$ cat src/sv/midi_timecode_decoder_defines.svh
// Assertion macros for the MIDI time code decoder.
// Depends on nothing; included by the top level only.
`ifndef MIDI_TIMECODE_DECODER_DEFINES_SVH
`define MIDI_TIMECODE_DECODER_DEFINES_SVH

`ifndef NO_ASSERTIONS
`define MTC_ASSERT_SAME(label, clk, rst_n, ante, cons) \
    label: assert property (@(posedge clk) disable iff (!rst_n) (ante) |-> (cons)) \
        else $error("MTC assertion failed");
`define MTC_ASSERT_NEXT(label, clk, rst_n, ante, cons) \
    label: assert property (@(posedge clk) disable iff (!rst_n) (ante) |=> (cons)) \
        else $error("MTC assertion failed");
`else
`define MTC_ASSERT_SAME(label, clk, rst_n, ante, cons)
`define MTC_ASSERT_NEXT(label, clk, rst_n, ante, cons)
`endif

`endif

$ cat src/sv/mtc_pkg.sv
// Shared types, codes and constants of the MIDI time code decoder.
// Depends on nothing; used by every module of the block.
package mtc_pkg;

    typedef enum logic [1:0] {
        OP_QF    = 2'd0,
        OP_SYSEX = 2'd1,
        OP_REQ   = 2'd2,
        OP_NONE  = 2'd3
    } t_op;

    localparam logic [7:0] SX_START  = 8'hF0;
    localparam logic [7:0] SX_RT_ID  = 8'h7F;
    localparam logic [7:0] SX_MTC_ID = 8'h01;
    localparam logic [7:0] SX_STOP   = 8'hF7;

    localparam logic [3:0] SX_HDR_LEN   = 4'd5;
    localparam logic [3:0] SX_CAP_FIRST = 4'd5;
    localparam logic [3:0] SX_CAP_END   = 4'd9;
    localparam logic [3:0] SX_END_POS   = 4'd9;
    localparam logic [3:0] SX_MAX_POS   = 4'd15;

    localparam logic [2:0] QF_LAST_PIECE = 3'd7;

    localparam int H_PROD_W = 17;
    localparam int M_PROD_W = 14;
    localparam int MS_W     = 32;

    localparam logic [11:0] SEC_PER_HOUR = 12'd3600;
    localparam logic [5:0]  SEC_PER_MIN  = 6'd60;
    localparam logic [9:0]  MS_PER_SEC   = 10'd1000;

    localparam logic [3:0] PKT_LAST_IDX = 4'd12;

    // Datapath commands issued by the controller.
    typedef struct packed {
        logic qf_wr;
        logic sx_wr;
        logic snap;
        logic mul;
        logic cnt_clr;
        logic cnt_inc;
    } t_dp_cmd;

    // Datapath status returned to the controller.
    typedef struct packed {
        logic cnt_last;
    } t_dp_sts;

    // Expected full-frame header byte at positions 0 to 4.
    function automatic logic [7:0] hdr_byte(input logic [2:0] pos);
        logic [7:0] b;
        unique case (pos)
            3'd0:         b = SX_START;
            3'd1, 3'd2:   b = SX_RT_ID;
            3'd3, 3'd4:   b = SX_MTC_ID;
            default:      b = SX_START;
        endcase
        return b;
    endfunction

endpackage

$ cat src/sv/mtc_datapath.sv
// Datapath of the MIDI time code decoder: timecode state, sysex parser,
// millisecond arithmetic and packet byte selection. Depends on mtc_pkg.
module mtc_datapath import mtc_pkg::*; (
    input  logic        i_clk,
    input  logic        i_rst_n,
    input  t_dp_cmd     i_cmd,
    input  logic [7:0]  i_data_byte,
    input  logic        i_sysex_end,
    input  logic [63:0] i_wall_clock_ms,
    output t_dp_sts     o_sts,
    output logic [7:0]  o_packet_byte,
    output logic [3:0]  o_packet_index,
    output logic        o_packet_last
);

    logic [3:0]          r_nib [8];
    logic [3:0]          n_nib [8];
    logic [4:0]          r_tc_hours, n_tc_hours;
    logic [7:0]          r_tc_min, n_tc_min;
    logic [7:0]          r_tc_sec, n_tc_sec;
    logic [7:0]          r_tc_frm, n_tc_frm;
    logic [3:0]          r_sx_count;
    logic                r_sx_hdr_ok;
    logic [7:0]          r_sx_cap [4];
    logic [H_PROD_W-1:0] r_h_prod;
    logic [M_PROD_W-1:0] r_m_prod;
    logic [7:0]          r_sec;
    logic [7:0]          r_frm;
    logic [63:0]         r_wall;
    logic [MS_W-1:0]     r_ms;
    logic [3:0]          r_idx;

    logic [2:0]          qf_piece;
    logic                qf_full;
    logic [3:0]          sx_pos;
    logic [3:0]          sx_cap_off;
    logic                sx_in_hdr;
    logic                sx_in_cap;
    logic                sx_mismatch;
    logic                sx_take;
    logic [H_PROD_W-1:0] sec_sum;

    assign qf_piece   = i_data_byte[6:4];
    assign qf_full    = i_cmd.qf_wr && (qf_piece == QF_LAST_PIECE);
    assign sx_pos     = r_sx_count;
    assign sx_cap_off = sx_pos - SX_CAP_FIRST;
    assign sx_in_hdr  = sx_pos < SX_HDR_LEN;
    assign sx_in_cap  = (sx_pos >= SX_CAP_FIRST) && (sx_pos < SX_CAP_END);
    assign sx_mismatch = sx_in_hdr && (i_data_byte != hdr_byte(sx_pos[2:0]));
    assign sx_take    = i_cmd.sx_wr && i_sysex_end && (sx_pos == SX_END_POS)
                        && (i_data_byte == SX_STOP) && r_sx_hdr_ok;

    always_comb begin
        n_nib = r_nib;
        if (i_cmd.qf_wr) begin
            n_nib[qf_piece] = i_data_byte[3:0];
        end
    end

    // Piece 7 assembles from the nibbles including the one just written.
    always_comb begin
        n_tc_hours = r_tc_hours;
        n_tc_min   = r_tc_min;
        n_tc_sec   = r_tc_sec;
        n_tc_frm   = r_tc_frm;
        priority if (qf_full) begin
            n_tc_frm   = {3'b000, n_nib[1][0], n_nib[0]};
            n_tc_sec   = {1'b0, n_nib[3][2:0], n_nib[2]};
            n_tc_min   = {1'b0, n_nib[5][2:0], n_nib[4]};
            n_tc_hours = {n_nib[7][0], n_nib[6]};
        end else if (sx_take) begin
            n_tc_hours = r_sx_cap[0][4:0];
            n_tc_min   = r_sx_cap[1];
            n_tc_sec   = r_sx_cap[2];
            n_tc_frm   = r_sx_cap[3];
        end
    end

    always_ff @(posedge i_clk) begin
        if (!i_rst_n) begin
            for (int i = 0; i < 8; i++) begin
                r_nib[i] <= 4'd0;
            end
            r_tc_hours  <= 5'd0;
            r_tc_min    <= 8'd0;
            r_tc_sec    <= 8'd0;
            r_tc_frm    <= 8'd0;
            r_sx_count  <= 4'd0;
            r_sx_hdr_ok <= 1'b1;
            r_idx       <= 4'd0;
        end else begin
            r_nib      <= n_nib;
            r_tc_hours <= n_tc_hours;
            r_tc_min   <= n_tc_min;
            r_tc_sec   <= n_tc_sec;
            r_tc_frm   <= n_tc_frm;
            if (i_cmd.sx_wr) begin
                if (i_sysex_end) begin
                    r_sx_count  <= 4'd0;
                    r_sx_hdr_ok <= 1'b1;
                end else begin
                    if (sx_mismatch) begin
                        r_sx_hdr_ok <= 1'b0;
                    end
                    if (sx_pos != SX_MAX_POS) begin
                        r_sx_count <= sx_pos + 4'd1;
                    end
                end
            end
            if (i_cmd.cnt_clr) begin
                r_idx <= 4'd0;
            end else if (i_cmd.cnt_inc) begin
                r_idx <= r_idx + 4'd1;
            end
        end
    end

    // Capture bytes and arithmetic registers carry payload only.
    always_ff @(posedge i_clk) begin
        if (i_cmd.sx_wr && sx_in_cap) begin
            r_sx_cap[sx_cap_off[1:0]] <= i_data_byte;
        end
        if (i_cmd.snap) begin
            r_h_prod <= H_PROD_W'(r_tc_hours) * H_PROD_W'(SEC_PER_HOUR);
            r_m_prod <= M_PROD_W'(r_tc_min) * M_PROD_W'(SEC_PER_MIN);
            r_sec    <= r_tc_sec;
            r_frm    <= r_tc_frm;
            r_wall   <= i_wall_clock_ms;
        end
        if (i_cmd.mul) begin
            r_ms <= MS_W'(sec_sum) * MS_W'(MS_PER_SEC);
        end
    end

    assign sec_sum = r_h_prod + H_PROD_W'(r_m_prod) + H_PROD_W'(r_sec);

    always_comb begin
        unique case (r_idx)
            4'd0:    o_packet_byte = r_ms[31:24];
            4'd1:    o_packet_byte = r_ms[23:16];
            4'd2:    o_packet_byte = r_ms[15:8];
            4'd3:    o_packet_byte = r_ms[7:0];
            4'd4:    o_packet_byte = r_frm;
            4'd5:    o_packet_byte = r_wall[63:56];
            4'd6:    o_packet_byte = r_wall[55:48];
            4'd7:    o_packet_byte = r_wall[47:40];
            4'd8:    o_packet_byte = r_wall[39:32];
            4'd9:    o_packet_byte = r_wall[31:24];
            4'd10:   o_packet_byte = r_wall[23:16];
            4'd11:   o_packet_byte = r_wall[15:8];
            4'd12:   o_packet_byte = r_wall[7:0];
            default: o_packet_byte = 8'h00;
        endcase
    end

    assign o_sts.cnt_last = (r_idx == PKT_LAST_IDX);
    assign o_packet_index = r_idx;
    assign o_packet_last  = o_sts.cnt_last;

endmodule

$ cat src/sv/mtc_ctrl.sv
// Controller of the MIDI time code decoder: handshakes and sequencing.
// Depends on mtc_pkg.
module mtc_ctrl import mtc_pkg::*; (
    input  logic       i_clk,
    input  logic       i_rst_n,
    input  logic       i_valid,
    input  logic [1:0] i_op,
    input  logic       i_ready,
    input  t_dp_sts    i_sts,
    output logic       o_ready,
    output logic       o_valid,
    output t_dp_cmd    o_cmd
);

    typedef enum logic [2:0] {
        S_IDLE = 3'b001,
        S_CALC = 3'b010,
        S_SEND = 3'b100
    } t_state;

    t_state r_state, n_state;
    logic   acc;

    assign o_ready = (r_state == S_IDLE);
    assign o_valid = (r_state == S_SEND);
    assign acc     = i_valid && o_ready;

    always_comb begin
        n_state = r_state;
        unique case (r_state)
            S_IDLE: begin
                if (acc && (i_op == OP_REQ)) begin
                    n_state = S_CALC;
                end
            end
            S_CALC: begin
                n_state = S_SEND;
            end
            S_SEND: begin
                if (i_ready && i_sts.cnt_last) begin
                    n_state = S_IDLE;
                end
            end
            default: begin
                n_state = S_IDLE;
            end
        endcase
    end

    always_ff @(posedge i_clk) begin
        if (!i_rst_n) begin
            r_state <= S_IDLE;
        end else begin
            r_state <= n_state;
        end
    end

    always_comb begin
        o_cmd.qf_wr   = acc && (i_op == OP_QF);
        o_cmd.sx_wr   = acc && (i_op == OP_SYSEX);
        o_cmd.snap    = acc && (i_op == OP_REQ);
        o_cmd.mul     = (r_state == S_CALC);
        o_cmd.cnt_clr = o_cmd.snap;
        o_cmd.cnt_inc = o_valid && i_ready && !i_sts.cnt_last;
    end

endmodule

$ cat src/sv/midi_timecode_decoder.sv
// Top level of the MIDI time code decoder: controller plus datapath.
// Depends on mtc_pkg, mtc_ctrl, mtc_datapath and the defines header.
//
//   Channel   Direction  Handshake            Payload
//   request   in         i_valid / o_ready    i_op, i_data_byte, i_sysex_end,
//                                             i_wall_clock_ms
//   packet    out        o_valid / i_ready    o_packet_byte, o_packet_index,
//                                             o_packet_last
//
// Quarter-frame and sysex requests may be accepted in every cycle while
// o_ready is high; they produce no packet bytes. A frame request forms the
// partial products as it is accepted, then performs the multiply by 1000,
// then presents 13 bytes, one per cycle while i_ready stays high;
// o_ready returns the cycle after the last byte is taken. A stall on the
// packet side holds the current byte and index. Reset is synchronous and
// active low, and needs no clearing pass.
`include "midi_timecode_decoder_defines.svh"

module midi_timecode_decoder import mtc_pkg::*; (
    input  logic        i_clk,
    input  logic        i_rst_n,
    input  logic        i_valid,
    output logic        o_ready,
    input  logic [1:0]  i_op,
    input  logic [7:0]  i_data_byte,
    input  logic        i_sysex_end,
    input  logic [63:0] i_wall_clock_ms,
    output logic        o_valid,
    input  logic        i_ready,
    output logic [7:0]  o_packet_byte,
    output logic [3:0]  o_packet_index,
    output logic        o_packet_last
);

    t_dp_cmd dp_cmd;
    t_dp_sts dp_sts;

    // The controller owns both handshakes; the datapath only follows
    // its commands and reports when the final byte is on show.
    mtc_ctrl u_ctrl (
        .i_clk   (i_clk),
        .i_rst_n (i_rst_n),
        .i_valid (i_valid),
        .i_op    (i_op),
        .i_ready (i_ready),
        .i_sts   (dp_sts),
        .o_ready (o_ready),
        .o_valid (o_valid),
        .o_cmd   (dp_cmd)
    );

    // The timecode cannot change while a packet is in flight, because no
    // request is accepted until the last byte has been taken.
    mtc_datapath u_dp (
        .i_clk           (i_clk),
        .i_rst_n         (i_rst_n),
        .i_cmd           (dp_cmd),
        .i_data_byte     (i_data_byte),
        .i_sysex_end     (i_sysex_end),
        .i_wall_clock_ms (i_wall_clock_ms),
        .o_sts           (dp_sts),
        .o_packet_byte   (o_packet_byte),
        .o_packet_index  (o_packet_index),
        .o_packet_last   (o_packet_last)
    );

    // No request is taken while packet bytes are outstanding.
    `MTC_ASSERT_SAME(a_no_accept_in_packet, i_clk, i_rst_n, o_valid, !o_ready)
    // A frame request blocks the input side in the following cycle.
    `MTC_ASSERT_NEXT(a_req_blocks, i_clk, i_rst_n, i_valid && o_ready && (i_op == OP_REQ), !o_ready)
    // A taken byte that is not the last is followed by the next index.
    `MTC_ASSERT_NEXT(a_index_steps, i_clk, i_rst_n, o_valid && i_ready && !o_packet_last, o_valid && (o_packet_index == 4'($past(o_packet_index) + 4'd1)))
    // Taking the last byte frees the block at once.
    `MTC_ASSERT_NEXT(a_last_frees, i_clk, i_rst_n, o_valid && i_ready && o_packet_last, o_ready && !o_valid)

endmodule
$ cat config.mk
export PLATFORM = sky130hd
export DESIGN_NAME = midi_timecode_decoder
export DESIGN_NICKNAME = d
export VERILOG_FILES = /design/src/sv/mtc_pkg.sv /design/src/sv/mtc_datapath.sv /design/src/sv/mtc_ctrl.sv /design/src/sv/midi_timecode_decoder.sv
export VERILOG_INCLUDE_DIRS = /design/src /design/src/sv
export SDC_FILE = /design/constraint.sdc
export NUM_CORES = 1
export LEC_CHECK = 0
export ABC_AREA = 1
export BUFFER_PORTS_ARGS = -buffer_cell sky130_fd_sc_hd__buf_2
export CORE_MARGIN = 8
export CORE_UTILIZATION = 44
export CTS_CLUSTER_DIAMETER = 100
export CTS_CLUSTER_SIZE = 30
export DETAILED_ROUTE_END_ITERATION = 7
export SLEW_MARGIN = 20
export SYNTH_ARGS = -nofsm -noshare
export SYNTH_HDL_FRONTEND = slang
export SYNTH_SLANG_ARGS = --single-unit
$ cat constraint.sdc
create_clock -name i_clk -period 7.85 [get_ports i_clk]
set_input_delay 0.785 -clock i_clk [delete_from_list [all_inputs] [get_ports i_clk]]
set_output_delay 0.785 -clock i_clk [all_outputs]
set_load 0.05 [all_outputs]
==> results of run 1 <==
==> report_power, final <==
part           internal, mW  switching [mW]  total, mW
sequential             1.49          0.0114       1.50
combinational          1.53            2.86       4.40
clock                 0.269           0.365      0.634
==> area by class of cell <==
type	count	area, um2
clock buffer	15	290
clock inverter	2	20.0
fill	2961	16200
inverter	235	885
multi-input combinational	1046	6890
sequential	221	6000
tap	402	503
timing repair buffer	97	495
==> logic make-up (layout without fill, tap and decap cells) <==
family          count (synthesis)  after routing  share of synthesized area
buf+inv                       263            349                     0.0739
flops                         221            221                      0.431
xor+xnor                       34             34                     0.0225
compound gates                160            160                     0.0654
simple gates                  664            664                      0.199
fa+ha+maj                     188            188                      0.208
==> cell usage in the layout, fill, tap and decap left out, types with 2 or more instances in the layout <==
cell type    n
nand2_1    384
inv_1      225
edfxtp_1   157
nand3_1    128
ha_1       116
nor2_1      93
buf_2       93
fa_1        72
a21oi_1     67
dfxtp_1     64
o21ai_0     51
nor3_1      29
xor2_1      27
nand4_1     19
clkbuf_16   11
inv_2        8
o22ai_1      8
xnor2_1      5
a31oi_1      5
o2111a_1     5
o211ai_1     4
clkbuf_1     4
buf_4        4
nor2_2       3
a221oi_1     3
o21ai_1      3
a21boi_0     2
xor2_2       2
o21a_1       2
o21bai_1     2
o2bb2ai_1    2
a41oi_1      2
a21o_1       2
nor4_1       2
a211oi_1     2
==> how the worst max path moves through the flow <==
stage	endpoint	slack, ps	cells past startpoint
after floorplan	u_dp.r_ms[24]	2350	23
after global placement	u_dp.r_ms[24]	1950	23
after detailed placement	u_dp.r_ms[24]	1790	23
after CTS	u_dp.r_ms[24]	1760	23
after global routing	u_dp.r_ms[24]	1340	22
final	u_dp.r_ms[24]	1810	23
==> state kept, by name (all words and copies together) (netlist names) <==
signal and flops:
u_dp.r_wall 64, u_dp.r_tc_min 8, u_dp.r_sx_count 4, u_dp.r_frm 8, u_ctrl.r_state 3, u_dp.r_ms 24
u_dp.r_sec 8, u_dp.o_packet_index 4, u_dp.r_sx_cap 29, u_dp.r_h_prod 12, u_dp.r_nib 23, u_dp.r_m_prod 12
u_dp.r_tc_frm 8, u_dp.r_tc_sec 8, u_dp.r_sx_hdr_ok 1, u_dp.r_tc_hours 5
==> through the flow <==
stage / util / hold slack (ps) / setup slack (ps) / cell area, um2
after floorplan: - / 409 / 2350 / 13900
after global placement: 0.472 / 415 / 1950 / 14800
after detailed placement: 0.472 / 419 / 1790 / 14800
after CTS: 0.482 / 441 / 1760 / 15100
after global routing: 0.482 / 448 / 1340 / 15100
final: 0.482 / 439 / 1810 / 15100
==> worst max-delay path, cell delays in order, from the launching register on <==
cell and delay (ps):
edfxtp_1 330, inv_1 50, fa_1 590, inv_1 60, ha_1 310, nand3_1 90, nand3_1 150, nand2_1 100
nand2_1 120, a21oi_1 260, xor2_1 640, ha_1 350, inv_1 80, fa_1 410, fa_1 490, fa_1 520
inv_1 40, ha_1 380, a21oi_1 250, o21ai_0 160, a21oi_1 210, nand3_1 100, nand2_1 70, nand2_1 40
==> metal layers <==
layer	GRT usage	routed length, um
met4	0.0302	529
met3	0.0151	1010
met5	0	0
met1	0.227	15000
met2	0.285	15200
==> out/metrics.cfg, run 1 <==
[clocking]
cts_tree = done
cts.repair.resized = 0
post_cts_buffers = 0
clk_pin_slew_ps = 110
cts_sinks = 221
ctsLongestPathBuffers = 3
insertion_delay_ps = 490
ctsHoldBuffers = 0
cts_max_level = 1
cts_root_buf = clkbuf_16
numCtsBuffers = 11

[logic_synthesis]
yosys_warnings = 0
syn_area_um2 = 13900
synth_cell_types = 42
synthTopCellsByCount = nand2_1 (384), inv_1 (226), edfxtp_1 (157)
syn_nets = 1797
synth.most_common_cell = nand2_1
synth_edf_count = 157
async_reset_ff_frac = 0
yosysTopAreaCell = edfxtp_1
netlist_instances = 1530
synth_top_cell_area_share = 0.339
ys_ff_latch = 221
synth.avg_cell_area_um2 = 9.09
ys_seq_area_frac = 0.431
synthFlopType = edfxtp_1
synth.area.top_cells = edfxtp_1 (34%), ha_1 (10%), fa_1 (10%)

[min_path]
min-delay-start = u_dp.r_tc_sec[1]
min_path_cells = 0
hold_path.class = reg2reg
worstHoldEndpoint = u_dp.r_sec[1]

[timing]
tightest_slew_ps = 837
slew_viol_final = 0
finalSetupViolCount = 0
fin_crit_ps = 6040
period_share = 0.769
skew_ps = 23.6
slew_headroom = 0.442
fin_setup_tns_ps = 0
fmax_ghz = 0.166
hold_viol = 0
rsz0062_at_grt = false

[layout]
diodes = 0
drive_above_1_share = 0.0792
fin_cells = 2018
area_growth_syn_to_layout_pct = 8.41
fin_nets = 1879

[global_route]
grt_pass1_wl_um = 51800
grt_usage = 0.166
antenna_found_initial = 0
grt_pass1_vias = 10000
grt_max_degree = 55
gr-total-overflow = 0

[detailed_routing]
routed_wl_um = 31700
dr.pass1.iters = 6
ant_nets = 0
via_per_inst = 5.04
vias = 10200
drc = 0
wire_per_inst_um = 15.7
detail_route.iter0.violations = 687

[placement]
place_congestion = 0.873
post-dp-hpwl_um = 24600
dp.cells = 2001
port_buffers = 93

[die]
die_w_um = 194
dieArea_um2 = 37600
num_rows = 65
num_io_pins = 94
initial_core_util = 0.444
die-height_um = 194
coreArea_um2 = 31300

[worst_setup_path]
start_kind = flip-flop
path_class = reg2reg
critPathCaptureType = flip-flop
reg2regPathDepth = 23
rr_startpoint = u_dp.r_sec[4]
worstReg2RegEnd = u_dp.r_ms[24]
rrSetupSlack_ps = 1810
cp_max_fo = 7
worstPathArrival_ps = 6270
startpoint = u_dp.r_sec[4]
cp.required_ps = 8090

[power]
peakVddDrop_v = 0.000409
powerDensity_nw_per_um2 = 433
power_leakage_nw = 7.11
fin_total_pwr_mw = 6.53

[run_status]
status = complete, no violations

[job]
maxCapViolations = 0

Power figures use the tool's default switching activity.
==> inputs of run 2 (changes only) <==
==> constraint.sdc (replaced) <==
create_clock -name i_clk -period 5.2 [get_ports i_clk]
set_input_delay 0.52 -clock i_clk [delete_from_list [all_inputs] [get_ports i_clk]]
set_output_delay 0.52 -clock i_clk [all_outputs]
set_load 0.05 [all_outputs]
==> run 2 against run 1 <==
- the flow now finishes with violations (negative setup slack)
- die area is the same
- global-route usage grew 0.68 points
- via count grew 3.9%
- routed wire length grew 4.1%
- flip-flop and latch count is the same
- clock skew grew 22 ps
- critical endpoint is now u_dp.r_ms[26]
- core utilization grew 5.6 points
==> out/metrics.cfg, run 2 (synthesized netlist as in run 1, its figures left out) <==
[run_status]
status = finished, violations left
violations = negative setup slack

[clocking]
cts_root_buf = clkbuf_16
cts_tree = done
cts_sinks = 221  ; unchanged
numCtsBuffers = 12  ; +1
ctsLongestPathBuffers = 3  ; unchanged
insertion_delay_ps = 500  ; about the same
cts_max_level = 1  ; unchanged
clk_pin_slew_ps = 110  ; about the same
ctsHoldBuffers = 0  ; unchanged

[worst_setup_path]
rr_startpoint = u_dp.r_h_prod[9]
rrSetupSlack_ps = -180  ; -1990 ps
path_class = reg2reg
reg2regPathDepth = 24  ; +4.3%
cp_max_fo = 3  ; -4
critPathCaptureType = flip-flop
cp.required_ps = 5420  ; -2670 ps
worstPathArrival_ps = 5590  ; -680 ps
worstReg2RegEnd = u_dp.r_ms[26]
start_kind = flip-flop

[timing]
rsz0062_at_grt = true
fmax_ghz = 0.186  ; +12%
fin_crit_ps = 5380  ; -660 ps
finalSetupViolCount = 12  ; +12
slew_viol_final = 0  ; unchanged
hold_viol = 0  ; unchanged
skew_ps = 45.3  ; +21.7 ps
tightest_slew_ps = 827  ; -9.96 ps
slew_headroom = 0.449  ; +0.00664
period_share = 1.03  ; +0.265
finalWorstSetupSlack_ps = -177  ; -1990 ps

[layout]
final_util = 0.538  ; +0.0563
ff_latch_area_um2 = 6000  ; unchanged
fin_nets = 1994  ; +6.1%
most-common-layout-cells = nand2_1 (346), inv_1 (207), edfxtp_1 (157)
largest_reg_flops = 64  ; unchanged
final_common_cell = nand2_1
area_growth_syn_to_layout_pct = 21.1
diodes = 0  ; unchanged
largest_register = u_dp.r_wall
fillers = 2810  ; -5.1%
multi_input_area_um2 = 7700  ; +12%
drive_above_1_share = 0.222  ; +0.142

[detailed_routing]
via_per_inst = 4.95  ; -1.8%
drc = 0  ; unchanged
detail_route.iter0.violations = 632  ; -8.0%
routed_wl_um = 33000  ; +4.1%
ant_nets = 0  ; unchanged
dr.pass1.iters = 7  ; +1
vias = 10600  ; +3.9%
wire_per_inst_um = 15.5  ; -1.6%

[placement]
post-dp-hpwl_um = 25400  ; +3.0%
place_congestion = 0.869  ; -0.55%
port_buffers = 93  ; unchanged
preCtsSetupSlack_ps = -381  ; -2170 ps

[die]
dieArea_um2 = 37600  ; unchanged
die-height_um = 194  ; unchanged
num_io_pins = 94  ; unchanged
coreArea_um2 = 31300  ; unchanged
num_rows = 65  ; unchanged
die_w_um = 194  ; unchanged
initial_core_util = 0.444  ; unchanged

[global_route]
grt_max_degree = 61  ; +11%
antenna_found_initial = 0  ; unchanged
grt_pass1_vias = 10600  ; +6.0%
grt_pass1_wl_um = 54000  ; +4.3%
grt_usage = 0.173  ; +0.00679
gr-total-overflow = 0  ; unchanged

[min_path]
hold_path.class = in2reg
worstHoldEndpoint = u_dp.r_wall[22]
min-delay-start = i_wall_clock_ms[22]
min_path_cells = 1  ; +1

[job]
maxCapViolations = 0  ; unchanged

-- run 2: through the flow --
stage                     instances  setup TNS, ps  hold WS [ps]  instance area (um2)
after detailed placement       2095          -3240           417                15600
after global routing           2135          -4150           162                16800
after global placement         2095          -2680           416                15600
after floorplan                1530              0           409                14000
final                          2135          -1130           189                16800
after CTS                      2127           -570           170                16500
-- run 2: worst max path at each step --
stage / to / cells past startpoint / start
2_1_floorplan: u_dp.r_ms[25] / 22 / u_dp.r_sec[6]
6_report: u_dp.r_ms[26] / 24 / u_dp.r_h_prod[9]
3_5_place_dp: u_dp.r_ms[24] / 20 / u_dp.r_sec[5]
5_1_grt: u_dp.r_ms[26] / 25 / u_dp.r_h_prod[9]
4_1_cts: u_dp.r_ms[24] / 22 / u_dp.r_h_prod[6]
3_3_place_gp: u_dp.r_ms[24] / 20 / u_dp.r_sec[5]
-- run 2: what timing repair did --
item | 4_1_cts | 5_1_grt
gates resized for setup | 81 | 88
endpoints found under the hold margin | 0 | 0
pin swaps | 48 | 57
setup buffers | 12 | 9
setup endpoints to repair | 14 | 15
-- run 2: layout make-up --
class	count	area share
inverters	235	0.0527
clock inverters	4	0.00438
well taps	402	0.0299
flip-flops and latches	221	0.356
multi-input cells	1046	0.457
repair buffers	211	0.0814
clock buffers	16	0.0187
-- run 2: critical path: stages (launching register included) --
cell	delay, ps
edfxtp_1	400
inv_1	80
fa_2	470
fa_2	420
buf_4	140
buf_4	140
xnor2_4	180
inv_2	90
fa_2	470
fa_1	520
inv_2	40
fa_1	470
fa_1	600
ha_4	230
nand2_2	70
inv_1	50
nand2_1	70
nand2_2	60
buf_4	130
nand2_1	70
nand2_1	80
nand2_2	80
nand3_1	100
nand2_1	80
nand2_1	40
-- run 2: layer usage --
layer | global-route usage | part of all wire | vias to the layer above | routed length [um]
li1 | - | - | 5434 | -
met1 | 0.232 | 0.46 | 4952 | 15200
met2 | 0.303 | 0.49 | 161 | 16200
met3 | 0.0191 | 0.032 | 31 | 1040
met4 | 0.0271 | 0.017 | 0 | 549
met5 | 0 | 0 | - | 0
Power of run 2 is left out: the tool's default activity adds up to more than one toggle a clock period on the data nets, which glitch-free logic cannot reach.
